$ cat config.mk
export PLATFORM = sky130hd
export DESIGN_NAME = pfba_ctrl
export DESIGN_NICKNAME = d
export VERILOG_FILES = /design/src/pfba_pkg.sv /design/src/pfba_ctrl.sv
export SDC_FILE = /design/constraint.sdc
export NUM_CORES = 1
export LEC_CHECK = 0
export ABC_AREA = 0
export BUFFER_PORTS_ARGS = -buffer_cell sky130_fd_sc_hd__buf_2
export CAP_MARGIN = 5
export CORE_AREA = 4 4 41 43
export DETAILED_ROUTE_END_ITERATION = 16
export DIE_AREA = 0 0 45 47
export HOLD_SLACK_MARGIN = 0.02
export PLACE_DENSITY = 0.8
export SLEW_MARGIN = 40
export SYNTH_ARGS = -nofsm -noshare
export SYNTH_HDL_FRONTEND = slang
export SYNTH_SLANG_ARGS = --single-unit
export TNS_END_PERCENT = 5
$ cat constraint.sdc
create_clock -name clk -period 1.52 [get_ports clk]
set_input_delay 0.38 -clock clk [delete_from_list [all_inputs] [get_ports clk]]
set_output_delay 0.38 -clock clk [all_outputs]
set_load 0.02 [all_outputs]
$ cat src/pfba_pkg.sv
// ----------------------------------------------------------------------------
// pfba_pkg: shared types and constants of the page frame allocator
// Command codes, controller states, and the control and status bundles that
// pass between the controller and the datapath.
// ----------------------------------------------------------------------------
package pfba_pkg;

	localparam int WORD_BITS   = 8;
	localparam int BASE_FRAMES = 256;
	localparam int BASE_WORDS  = BASE_FRAMES / WORD_BITS;
	// frame arithmetic is done at this width (frame numbers reach 2^20)
	localparam int LW = 22;
	localparam logic [LW-1:0] POOL_BASE_FRAME = LW'(BASE_FRAMES);
	localparam logic [LW-1:0] LIMIT_FRAME     = 22'h0FFFF0;

	typedef enum logic [1:0] {
		CMD_ALLOC_ONE = 2'd0,
		CMD_ALLOC_RUN = 2'd1,
		CMD_FREE_ONE  = 2'd2,
		CMD_FREE_RUN  = 2'd3
	} cmd_e_t;

	typedef enum logic [2:0] {
		ST_CLR,
		ST_IDLE,
		ST_SETUP,
		ST_SCAN,
		ST_CHECK,
		ST_RMW_RD,
		ST_RMW_WR,
		ST_DONE
	} state_t;

	typedef struct packed {
		logic clr_step;
		logic load_item;
		logic load_cfg;
		logic scan_init;
		logic scan_run;
		logic rmw_init_alloc;
		logic rmw_init_free;
		logic rmw_init_cfg;
		logic rmw_wr;
		logic set_fail;
		logic set_free_ok;
		logic set_alloc_ok;
		logic out_load;
	} ctrl_t;

	typedef struct packed {
		logic clr_last;
		logic is_alloc;
		logic bad_n;
		logic free_empty;
		logic cfg_empty;
		logic scan_found;
		logic scan_miss;
		logic limit_exc;
		logic rmw_last;
		logic out_free;
	} stat_t;

endpackage

$ cat src/pfba_ctrl.sv
// ----------------------------------------------------------------------------
// pfba_ctrl: sequencer of the page frame allocator
// Walks clear, scan, limit check and read-modify-write phases.
// ----------------------------------------------------------------------------
module pfba_ctrl (
	input  logic            clk,
	input  logic            arst_n,
	input  logic            in_valid,
	output logic            in_ready,
	input  logic            cfg_valid,
	output logic            cfg_ready,
	input  pfba_pkg::stat_t stat,
	output pfba_pkg::ctrl_t ctrl
);
	import pfba_pkg::*;

	state_t state_q, state_d;
	logic   rmw_cfg_q, rmw_cfg_d;

	always_ff @(posedge clk or negedge arst_n) begin
		if (!arst_n) begin
			state_q   <= ST_CLR;
			rmw_cfg_q <= 1'b0;
		end else begin
			state_q   <= state_d;
			rmw_cfg_q <= rmw_cfg_d;
		end
	end

	always_comb begin
		state_d   = state_q;
		rmw_cfg_d = rmw_cfg_q;
		ctrl      = '0;
		in_ready  = 1'b0;
		cfg_ready = 1'b0;
		unique case (state_q)
			ST_CLR: begin
				cfg_ready     = 1'b1;
				ctrl.clr_step = 1'b1;
				ctrl.load_cfg = cfg_valid;
				if (stat.clr_last) state_d = ST_IDLE;
			end
			ST_IDLE: begin
				cfg_ready = 1'b1;
				in_ready  = !cfg_valid;
				if (cfg_valid) begin
					ctrl.load_cfg = 1'b1;
					if (!stat.cfg_empty) begin
						ctrl.rmw_init_cfg = 1'b1;
						rmw_cfg_d         = 1'b1;
						state_d           = ST_RMW_RD;
					end
				end else if (in_valid) begin
					ctrl.load_item = 1'b1;
					rmw_cfg_d      = 1'b0;
					state_d        = ST_SETUP;
				end
			end
			ST_SETUP: begin
				if (stat.is_alloc) begin
					if (stat.bad_n) begin
						ctrl.set_fail = 1'b1;
						state_d       = ST_DONE;
					end else begin
						ctrl.scan_init = 1'b1;
						state_d        = ST_SCAN;
					end
				end else begin
					ctrl.set_free_ok = 1'b1;
					if (stat.free_empty) begin
						state_d = ST_DONE;
					end else begin
						ctrl.rmw_init_free = 1'b1;
						state_d            = ST_RMW_RD;
					end
				end
			end
			ST_SCAN: begin
				ctrl.scan_run = 1'b1;
				if (stat.scan_found) begin
					state_d = ST_CHECK;
				end else if (stat.scan_miss) begin
					ctrl.set_fail = 1'b1;
					state_d       = ST_DONE;
				end
			end
			ST_CHECK: begin
				if (stat.limit_exc) begin
					ctrl.set_fail = 1'b1;
					state_d       = ST_DONE;
				end else begin
					ctrl.set_alloc_ok   = 1'b1;
					ctrl.rmw_init_alloc = 1'b1;
					state_d             = ST_RMW_RD;
				end
			end
			ST_RMW_RD: begin
				state_d = ST_RMW_WR;
			end
			ST_RMW_WR: begin
				ctrl.rmw_wr = 1'b1;
				if (stat.rmw_last) state_d = rmw_cfg_q ? ST_IDLE : ST_DONE;
				else               state_d = ST_RMW_RD;
			end
			ST_DONE: begin
				if (stat.out_free) begin
					ctrl.out_load = 1'b1;
					state_d       = ST_IDLE;
				end
			end
			default: state_d = ST_IDLE;
		endcase
	end

endmodule

==> summary.md, run 1 <==
| Metric | Value |
|---|---|
| Status | finished with violations |
| Failing checks | setup timing |
| Reg area | 100 µm² |
| Pleak | 0.405 nW |
| Worst EP required | 1140 ps |
| Starting density of the core | 36.8% |
| Number of port buffers | 28 |
| Worst skew pair latency | 220 ps |
| Largest net degree at the start of global routing | 12 |
| DR vias/cell | 5.19 |
| CTS root buf | clkbuf_4 |
| Worst-margin pin slew | 226 ps |
| Final setup fails | 14 |
| Ys Warns | 0 |
| Critical Path AT | 1440 ps |
| Worst vdd ir | 1.42 mV |
| Synthesis-to-finish area growth | 76.8% |
| CTS H-tree lvls | 1 |
| Synth Cell Area | 479 µm² |
| Pwr/cell area | 1900 mW/mm² |
| Switching power share of the total | 46.8% |
| Routing usage on met3 | 2.30% |
| First-pass GRT wire length | 2370 µm |
| Worst setup margin | -296 ps |
| Multi-input gate area | 404 µm² |
| Critical Path Sink Type | primary output |
| Met2 Use GR | 26.6% |
| Syn Area/Cell | 7.15 µm² |
| Detailed Routing Iterations Pass 1 | 4 |
| Seq pwr share | 13.4% |
| Highest clock rate | 0.551 GHz |
| Worst-path clk slew | 30 ps |
| Maximum buffer depth of the clock tree | 2 |
| Nature of the critical path startpoint | flip-flop |
| Final Critical Period | 1820 ps |
| Maxcap violations | 0 |
| Hold slack | 381 ps |
| Hold crit path type | in -> reg |
| Num Clock Sinks | 4 |
| RSZ-0062 raised after global routing | yes |
| Slew Viols, Final | 0 |
| Final WL | 1570 µm |
| Tot Pwr | 1.61 mW |
| Synthesized flop and latch total | 4 |
| Total Die Area | 0.00212 mm² |
| Initial antenna violation count | 0 |
| Logic gate share of total power | 78.9% |
| Final antenna-violating net count | 0 |
| Netlist cell types | 29 |
| Final Hold Viols | 0 |
| Num CTS Buffers | 3 |
| Vias in the first global route | 571 |
| Seq/Total Area, Yosys | 20.9% |
| Fillers | 103 |
| WS Path Type | reg -> out |
| Ratio of cells with drive above 1 in the final layout | 57.7% |
| Final period util | 119% |
| Clock Skew | 0.418 ps |
| Global route overflow | 0 |
| Internal power | 0.858 mW |
| Placer Congestion | 0.847 |
| Row cnt | 13 |
| Top Usage Layer GRT | met2 |
| M1 GR Usage | 18.4% |
| Ports | 29 |
| Max_slew headroom | 84.9% |
| Wire per inst | 13.2 µm |
| Clock share of power | 7.6% |
| CTS tree | built |
| N_diodes | 0 |
| NetSw | 0.753 mW |
| Worst-path fanout max | 5 |
| Post-DP HPWL | 1160 µm |
| Synth Net Count | 81 |
| DRC violation total after the first TritonRoute iteration | 8 |
| Pre-CTS setup slack | -55.4 ps |
| Residual DRC | 0 |
| Core area | 0.00130 mm² |
| Cells after Synth | 67 |
| Nets@finish | 120 |
| Total GRT Usage | 14.8% |
| Die X-Extent | 45 µm |
| Overall via count from detail_route | 618 |
| Die Ht | 47 µm |
registers in the layout (all words and copies together), names as in the netlist:
| signal | flops |
|---|---|
| rmw_cfg_q | 1 |
| state_q | 3 |
per-layer routing:
metal  vias up  wire length, µm
met5         -                0
met4         0               25
met3         2               89
met2        25              833
met1       282              616
li1        309                -
cell usage after synthesis (all sizes together):
cell     number  area share [%]
a21oi         3             3.1
a2bb2oi       2             3.7
a31oi         1             1.3
and2          2             2.6
and2b         1             1.6
and3          2             2.6
buf           4             6.5
dfrtp         4              21
inv           6             4.7
nand2         4             3.1
nand2b        2             2.6
nand3         1             1.0
nand3b        1             1.6
nor2         10             8.4
nor2b         2             2.6
nor3          8             9.4
o211ai        1             1.6
o21ai         6             6.3
o22ai         3             5.2
o2bb2ai       1             3.1
o32ai         1             3.4
or3b          2             4.7
final timing paths:
check                             endpoint  depth (start not counted)  slack [ps]        from
worst max-delay path               ctrl[5]                          4        -300  state_q[2]
worst min-delay path            state_q[2]                          2         380     stat[0]
worst max register to register  state_q[1]                          5         100  state_q[0]
worst min register to register   rmw_cfg_q                          2         590   rmw_cfg_q
max in group asynchronous       state_q[1]                          2         910      arst_n
min in group asynchronous       state_q[0]                          2         500      arst_n
power groups by stage:
stage	Clock (mW)	Combinational, mW	Sequential, mW
2_1_floorplan	0	0.718	0.202
4_1_cts	0.131	1.16	0.214
5_1_grt	0.135	1.36	0.224
3_3_place_gp	0	1.01	0.208
6_report	0.123	1.27	0.216
3_5_place_dp	0	1.03	0.213
what timing repair did:
item                                    4_1_cts  5_1_grt
endpoints found under the setup margin       15       15
hold endpoints to repair                      4        0
setup buffers                                 0        0
hold buffers                                  1        0
pin swaps                                     0        2
gates resized for setup                      20       17
critical path: stages, from the launching register on:
cell	delay, ps
dfrtp_1	400
or3b_4	450
nor2_4	100
and2_4	140
buf_6	110
layout by cell type, fill, tap and decap left out, types with 2 or more instances in the layout:
cell	n
a21oi_1	3
a2bb2oi_1	2
and3_1	2
buf_2	14
buf_4	16
buf_6	7
clkbuf_4	3
dfrtp_1	4
inv_1	5
nand2_1	3
nor2_1	5
nor2_4	4
nor2b_1	2
nor3_1	2
nor3_2	5
o21ai_0	3
o21ai_1	3
o22ai_1	2
or3b_4	2
through the flow:
step | util, % | TNS (ps) | instance area, µm² | cells
final | 65.1 | -1870 | 847 | 119
after global placement | 52.6 | -45.0 | 684 | 115
after CTS | 60.4 | -1970 | 786 | 119
after global routing | 65.1 | -2610 | 847 | 119
after detailed placement | 52.6 | -55.4 | 684 | 115
after floorplan | - | -678 | 489 | 67
logic make-up (layout without fill, tap and decap cells):
family	Yosys count	after routing	synth area share, %
compound gates	18	18	27.7
buf+inv	10	47	11.2
flops	4	4	20.9
simple gates	35	35	40.2
layout make-up:
| type | count | area share (%) |
|---|---|---|
| clock buffers | 3 | 2.66 |
| flip-flops and latches | 4 | 11.8 |
| inverters | 6 | 2.66 |
| repair buffers | 38 | 32.9 |
| multi-input cells | 53 | 47.7 |
| well taps | 15 | 2.22 |
Power figures use the tool's default switching activity.
==> inputs of run 2 (changes only) <==
SKIP_CTS_REPAIR_TIMING = 1   (was default)
==> run 2 against run 1 <==
- the run still ends with setup timing left
- critical endpoint unchanged
- design area is 1.3% lower
- sequential power hardly changed
- clock power hardly changed
- critical path depth stayed put
- clock skew is 0.62 ps higher
- worst setup slack better by 4.3 ps
- combinational power hardly changed
- largest power group unchanged
- via count is 0.49% lower
- cell count stayed put
- wire length is 2.2% lower
- largest cell class unchanged
- flip-flop and latch count stayed put
==> summary.md, run 2 (synthesis gave the netlist of run 1 again) <==
| Metric | Value |
|---|---|
| Status | finished with violations |
| Failing checks | setup timing |
| Dpl cells | 115 (unchanged) |
| Global route overflow | 0 (unchanged) |
| Die Ht | 47 µm (unchanged) |
| Pre-CTS setup slack | -55.4 ps (unchanged) |
| Residual DRC | 0 (unchanged) |
| Wire per inst | 12.9 µm (-2.2%) |
| Worst vdd ir | 1.41 mV (-0.27%) |
| Most frequent cells in the layout | 16 x buf_2, 15 x buf_4, 6 x nor2_1, 6 x buf_6 |
| Max reg flops | 3 (unchanged) |
| Pwr/cell area | 1900 mW/mm² (about the same) |
| Worst setup margin | -292 ps (+4.25 ps) |
| Num CTS Buffers | 3 (unchanged) |
| Worst EP required | 1140 ps (about the same) |
| Ratio of cells with drive above 1 in the final layout | 56.7% (-0.96 points) |
| Largest Register | state_q |
| Num Clock Sinks | 4 (unchanged) |
| Worst-path fanout max | 5 (unchanged) |
| Total Die Area | 0.00212 mm² (unchanged) |
| First-pass GRT wire length | 2150 µm (-9.0%) |
| CTS H-tree lvls | 1 (unchanged) |
| Hold crit path type | in -> reg |
| Worst skew pair latency | 220 ps (about the same) |
| Maxcap violations | 0 (unchanged) |
| Nets@finish | 120 (unchanged) |
| Final WL | 1530 µm (-2.2%) |
| WS Path Type | reg -> out |
| Final antenna-violating net count | 0 (unchanged) |
| Tot Pwr | 1.59 mW (-1.4%) |
| Setup TNS | -1890 ps (-15.1 ps) |
| Cell chain of the critical path | or3b_4 > nor2_4 > and2_4 > buf_6 |
| Most common cell after layout, fill and taps aside | buf_2 |
| Reg2reg path depth | 5 (unchanged) |
| Hold path depth | 2 (unchanged) |
| Number of port buffers | 28 (unchanged) |
| Starting density of the core | 36.8% (unchanged) |
| Overall via count from detail_route | 615 (-0.49%) |
| Critical Path Sink Type | primary output |
| Ports | 29 (unchanged) |
| Detailed Routing Iterations Pass 1 | 4 (unchanged) |
| Final period util | 119% (-0.28 points) |
| Final Hold Viols | 0 (unchanged) |
| Row cnt | 13 (unchanged) |
| Total GRT Usage | 13.7% (-1.0 points) |
| Placed cell areas | 684 µm² (unchanged) |
| Worst-margin pin slew | 226 ps (-0.0299 ps) |
| DRC violation total after the first TritonRoute iteration | 8 (unchanged) |
| Maximum buffer depth of the clock tree | 2 (unchanged) |
| Critical Path Max Stage Delay | 450 ps (about the same) |
| CTS tree | built |
| Largest registers | state_q: 3 flops, rmw_cfg_q: 1 flops |
| Slew Viols, Final | 0 (unchanged) |
| Max_slew headroom | 84.9% (about the same) |
| DR vias/cell | 5.17 (-0.49%) |
| Highest clock rate | 0.552 GHz (+0.23%) |
| CTS root buf | clkbuf_4 |
| Final Critical Period | 1810 ps (-4.25 ps) |
| Initial antenna violation count | 0 (unchanged) |
| Pleak | 0.404 nW (-0.25%) |
| Die X-Extent | 45 µm (unchanged) |
| N_diodes | 0 (unchanged) |
| Vias in the first global route | 549 (-3.9%) |
| Post-DP HPWL | 1160 µm (unchanged) |
| Worst-path clk slew | 30 ps (about the same) |
| Clock Skew | 1.03 ps (+0.616 ps) |
| Final Cell Area | 836 µm² (-1.3%) |
| Slowest CP cell | or3b_4 |
| Critical Path AT | 1430 ps (about the same) |
| Largest net degree at the start of global routing | 12 (unchanged) |
| Nature of the critical path startpoint | flip-flop |
| RSZ-0062 raised after global routing | yes |
| Placer Congestion | 0.847 (unchanged) |
| Final setup fails | 14 (unchanged) |
| Fin cells | 119 (unchanged) |
| Core area | 0.00130 mm² (unchanged) |
| Synthesis-to-finish area growth | 74.4% |
run 2: layout make-up:
cell class	count	area, µm²
Clock buffer	3	22.5
Multi-Input combinational cell	53	402
Fill cell	105	465
Sequential cell	4	100
Inverter	6	22.5
Tap cell	15	18.8
Timing Repair Buffer	38	270
run 2: metal layers:
metal	GRT usage (%)	vias to the layer above	wire length [µm]	share of wire (%)
li1	-	310	-	-
met1	16.1	281	610	40
met2	24.9	22	808	53
met3	2.30	2	86	5.6
met4	5.26	0	25	1.6
met5	0	-	0	0
run 2: worst max-delay path, delay by kind of cell (launching register included):
| kind | cells | cell delay, ps |
|---|---|---|
| DFF | 1 | 400 |
| and+or+nand+nor | 3 | 690 |
| buffers and inverters | 1 | 110 |
run 2: final timing paths:
kind,startpoint,to,slack (ps)
min,stat[0],state_q[2],380
min in group asynchronous,arst_n,state_q[0],500
min reg2reg,rmw_cfg_q,rmw_cfg_q,590
max,state_q[2],ctrl[5],-290
max in group asynchronous,arst_n,state_q[1],910
max reg2reg,state_q[0],state_q[1],100
run 2: report_power, final:
group | internal (mW) | leakage, nW | switching (mW) | total (mW)
registers | 0.160 | 0.0459 | 0.0565 | 0.217
logic | 0.595 | 0.344 | 0.655 | 1.25
clock network | 0.0877 | 0.0138 | 0.0348 | 0.123
total | 0.843 | 0.404 | 0.746 | 1.59
run 2: through the flow:
stage | hold slack, ps | utilization [%]
4_1_cts | -57.3 | 54.3
5_1_grt | 392 | 64.2
3_5_place_dp | 187 | 52.6
2_1_floorplan | 84.4 | -
3_3_place_gp | 185 | 52.6
6_report | 381 | 64.2
==> inputs of run 3 (changes only) <==
PLACE_DENSITY = 0.78   (was 0.8)
clock period = 1.75 ns   (was 1.52 ns; I/O delays follow)
==> run 3 against run 2 <==
- the flow still finishes with violations (setup timing)
- clock power fell by 7%
- clock-buffer cell count did not move
- power fell by 25%
- flip-flop and latch count did not move
- critical path depth did not move
- via count fell by 2.1%
- cell count fell by 3.4%
- highest routed layer unchanged
- register-to-register slack improved by 310 ps
==> summary.md, run 3 (synthesis gave the netlist of run 1 again) <==
| Metric | Value |
|---|---|
| Status | finished with violations |
| Failing checks | setup timing |
| Die Ht | 47 µm (unchanged) |
| Final period util | 109% |
| Number of port buffers | 28 (unchanged) |
| Largest Register | state_q |
| Routing usage on met3 | 1.15% (-1.1 points) |
| Worst-path fanout max | 5 (unchanged) |
| Row cnt | 13 (unchanged) |
| Fillers | 134 (+28%) |
| Worst skew pair latency | 240 ps (+20 ps) |
| Final Hold Viols | 0 (unchanged) |
| Critical Path AT | 1470 ps (+40 ps) |
| Met2 Use GR | 24.3% (-0.56 points) |
| Total GRT Usage | 14.4% (+0.69 points) |
| Residual DRC | 0 (unchanged) |
| Worst-path clk slew | 40 ps (about the same) |
| Final setup fails | 7 (-7) |
| RSZ-0062 raised after global routing | yes |
| First-pass GRT wire length | 2210 µm (+2.6%) |
| M1 GR Usage | 16.7% (+0.61 points) |
| Die X-Extent | 45 µm (unchanged) |
| Worst setup margin | -153 ps (+138 ps) |
| Worst EP required | 1310 ps (+170 ps) |
| Starting density of the core | 36.8% (unchanged) |
| Fin util | 56.8% (-7.4 points) |
| Largest net degree at the start of global routing | 13 (+1) |
| Nets@finish | 116 (-3.3%) |
| Hold crit path type | in -> reg |
| Highest clock rate | 0.525 GHz |
| Initial antenna violation count | 0 (unchanged) |
| Total Die Area | 0.00212 mm² (unchanged) |
| DR vias/cell | 5.23 (+1.3%) |
| Num CTS Buffers | 3 (unchanged) |
| WS Path Type | reg -> out |
| Final WL | 1390 µm (-9.3%) |
| Maximum buffer depth of the clock tree | 2 (unchanged) |
| Most frequent cells in the layout | 21 x buf_2, 10 x buf_4, 8 x nor2_1 |
| Num Clock Sinks | 4 (unchanged) |
| Largest registers | state_q: 3 flops, rmw_cfg_q: 1 flops |
| CTS tree | built |
| Vias in the first global route | 537 (-2.2%) |
| CTS root buf | clkbuf_4 |
| Final antenna-violating net count | 0 (unchanged) |
| N_diodes | 0 (unchanged) |
| Clock Skew | 0.388 ps (-0.647 ps) |
| Top Usage Layer GRT | met2 |
| Synthesis-to-finish area growth | 54.3% |
| Maxcap violations | 0 (unchanged) |
| Most common cell after layout, fill and taps aside | buf_2 |
| Nature of the critical path startpoint | flip-flop |
| Worst-margin pin slew | 231 ps (+4.93 ps) |
| Detailed Routing Iterations Pass 1 | 4 (unchanged) |
| Pwr/cell area | 1620 mW/mm² (-15%) |
| CTS H-tree lvls | 1 (unchanged) |
| DRC violation total after the first TritonRoute iteration | 10 (+2) |
| Pre-CTS setup slack | 89.5 ps (+145 ps) |
| Max reg flops | 3 (unchanged) |
| Critical Path Sink Type | primary output |
| Placer Congestion | 0.748 (-12%) |
| Max_slew headroom | 84.6% (-0.33 points) |
| Worst vdd ir | 0.825 mV (-42%) |
| Slew Viols, Final | 0 (unchanged) |
| Ratio of cells with drive above 1 in the final layout | 51.0% (-5.7 points) |
| Ports | 29 (unchanged) |
| Post-DP HPWL | 1130 µm (-2.6%) |
| Final Critical Period | 1900 ps |
| Pleak | 0.369 nW (-8.5%) |
| Wire per inst | 12.1 µm (-6.2%) |
| Core area | 0.00130 mm² (unchanged) |
| Overall via count from detail_route | 602 (-2.1%) |
| Global route overflow | 0 (unchanged) |
[run 3: cell count changes in the layout (fill, tap and decap cells not counted), sizes merged]
cell and delta:
buf -4
[run 3: worst paths after layout]
| path | from | endpoint | slack (ps) | cells past startpoint |
|---|---|---|---|---|
| min reg2reg | rmw_cfg_q | rmw_cfg_q | 550 | 2 |
| max reg2reg | state_q[2] | state_q[0] | 410 | 5 |
| max | state_q[2] | ctrl[5] | -150 | 4 |
| min | stat[0] | state_q[2] | 430 | 2 |
| max in group asynchronous | arst_n | state_q[1] | 1100 | 2 |
| min in group asynchronous | arst_n | state_q[0] | 530 | 2 |
[run 3: where the power goes]
part	switching [mW]	internal, mW	total (mW)
Sequential	0.0435	0.139	0.183
Combinational	0.494	0.407	0.901
Clock	0.0373	0.0767	0.114
Total	0.574	0.623	1.20
[run 3: cell type report]
type / count / area (µm²) / area share (%)
clock buffer: 3 / 22.5 / 3.05
inverter: 6 / 22.5 / 3.05
multi-input combinational: 53 / 363 / 49.1
sequential: 4 / 100 / 13.5
tap: 15 / 18.8 / 2.54
timing repair buffer: 34 / 213 / 28.8
[run 3: stage by stage]
stage               power, mW  hold slack (ps)  std cells  instance area [µm²]  TNS (ps)
detailed placement       1.03              247        111                  649         0
floorplan               0.795              142         67                  484     -22.1
CTS                      1.15            -6.87        114                  672      -657
finish                   1.20              431        115                  739      -416
global placement         1.01              245        111                  649         0
global route             1.30              438        115                  739      -942
[run 3: metal layers]
metal,share of wire [%],vias up
met5,0,-
met4,2.2,0
met3,6.8,3
met2,51,27
met1,40,270
li1,-,302
[run 3: critical path, cell delays in order (launching register included)]
cell and delay, ps:
dfrtp_1 410, or3b_4 450, nor2_4 110, and2_4 150, buf_6 110
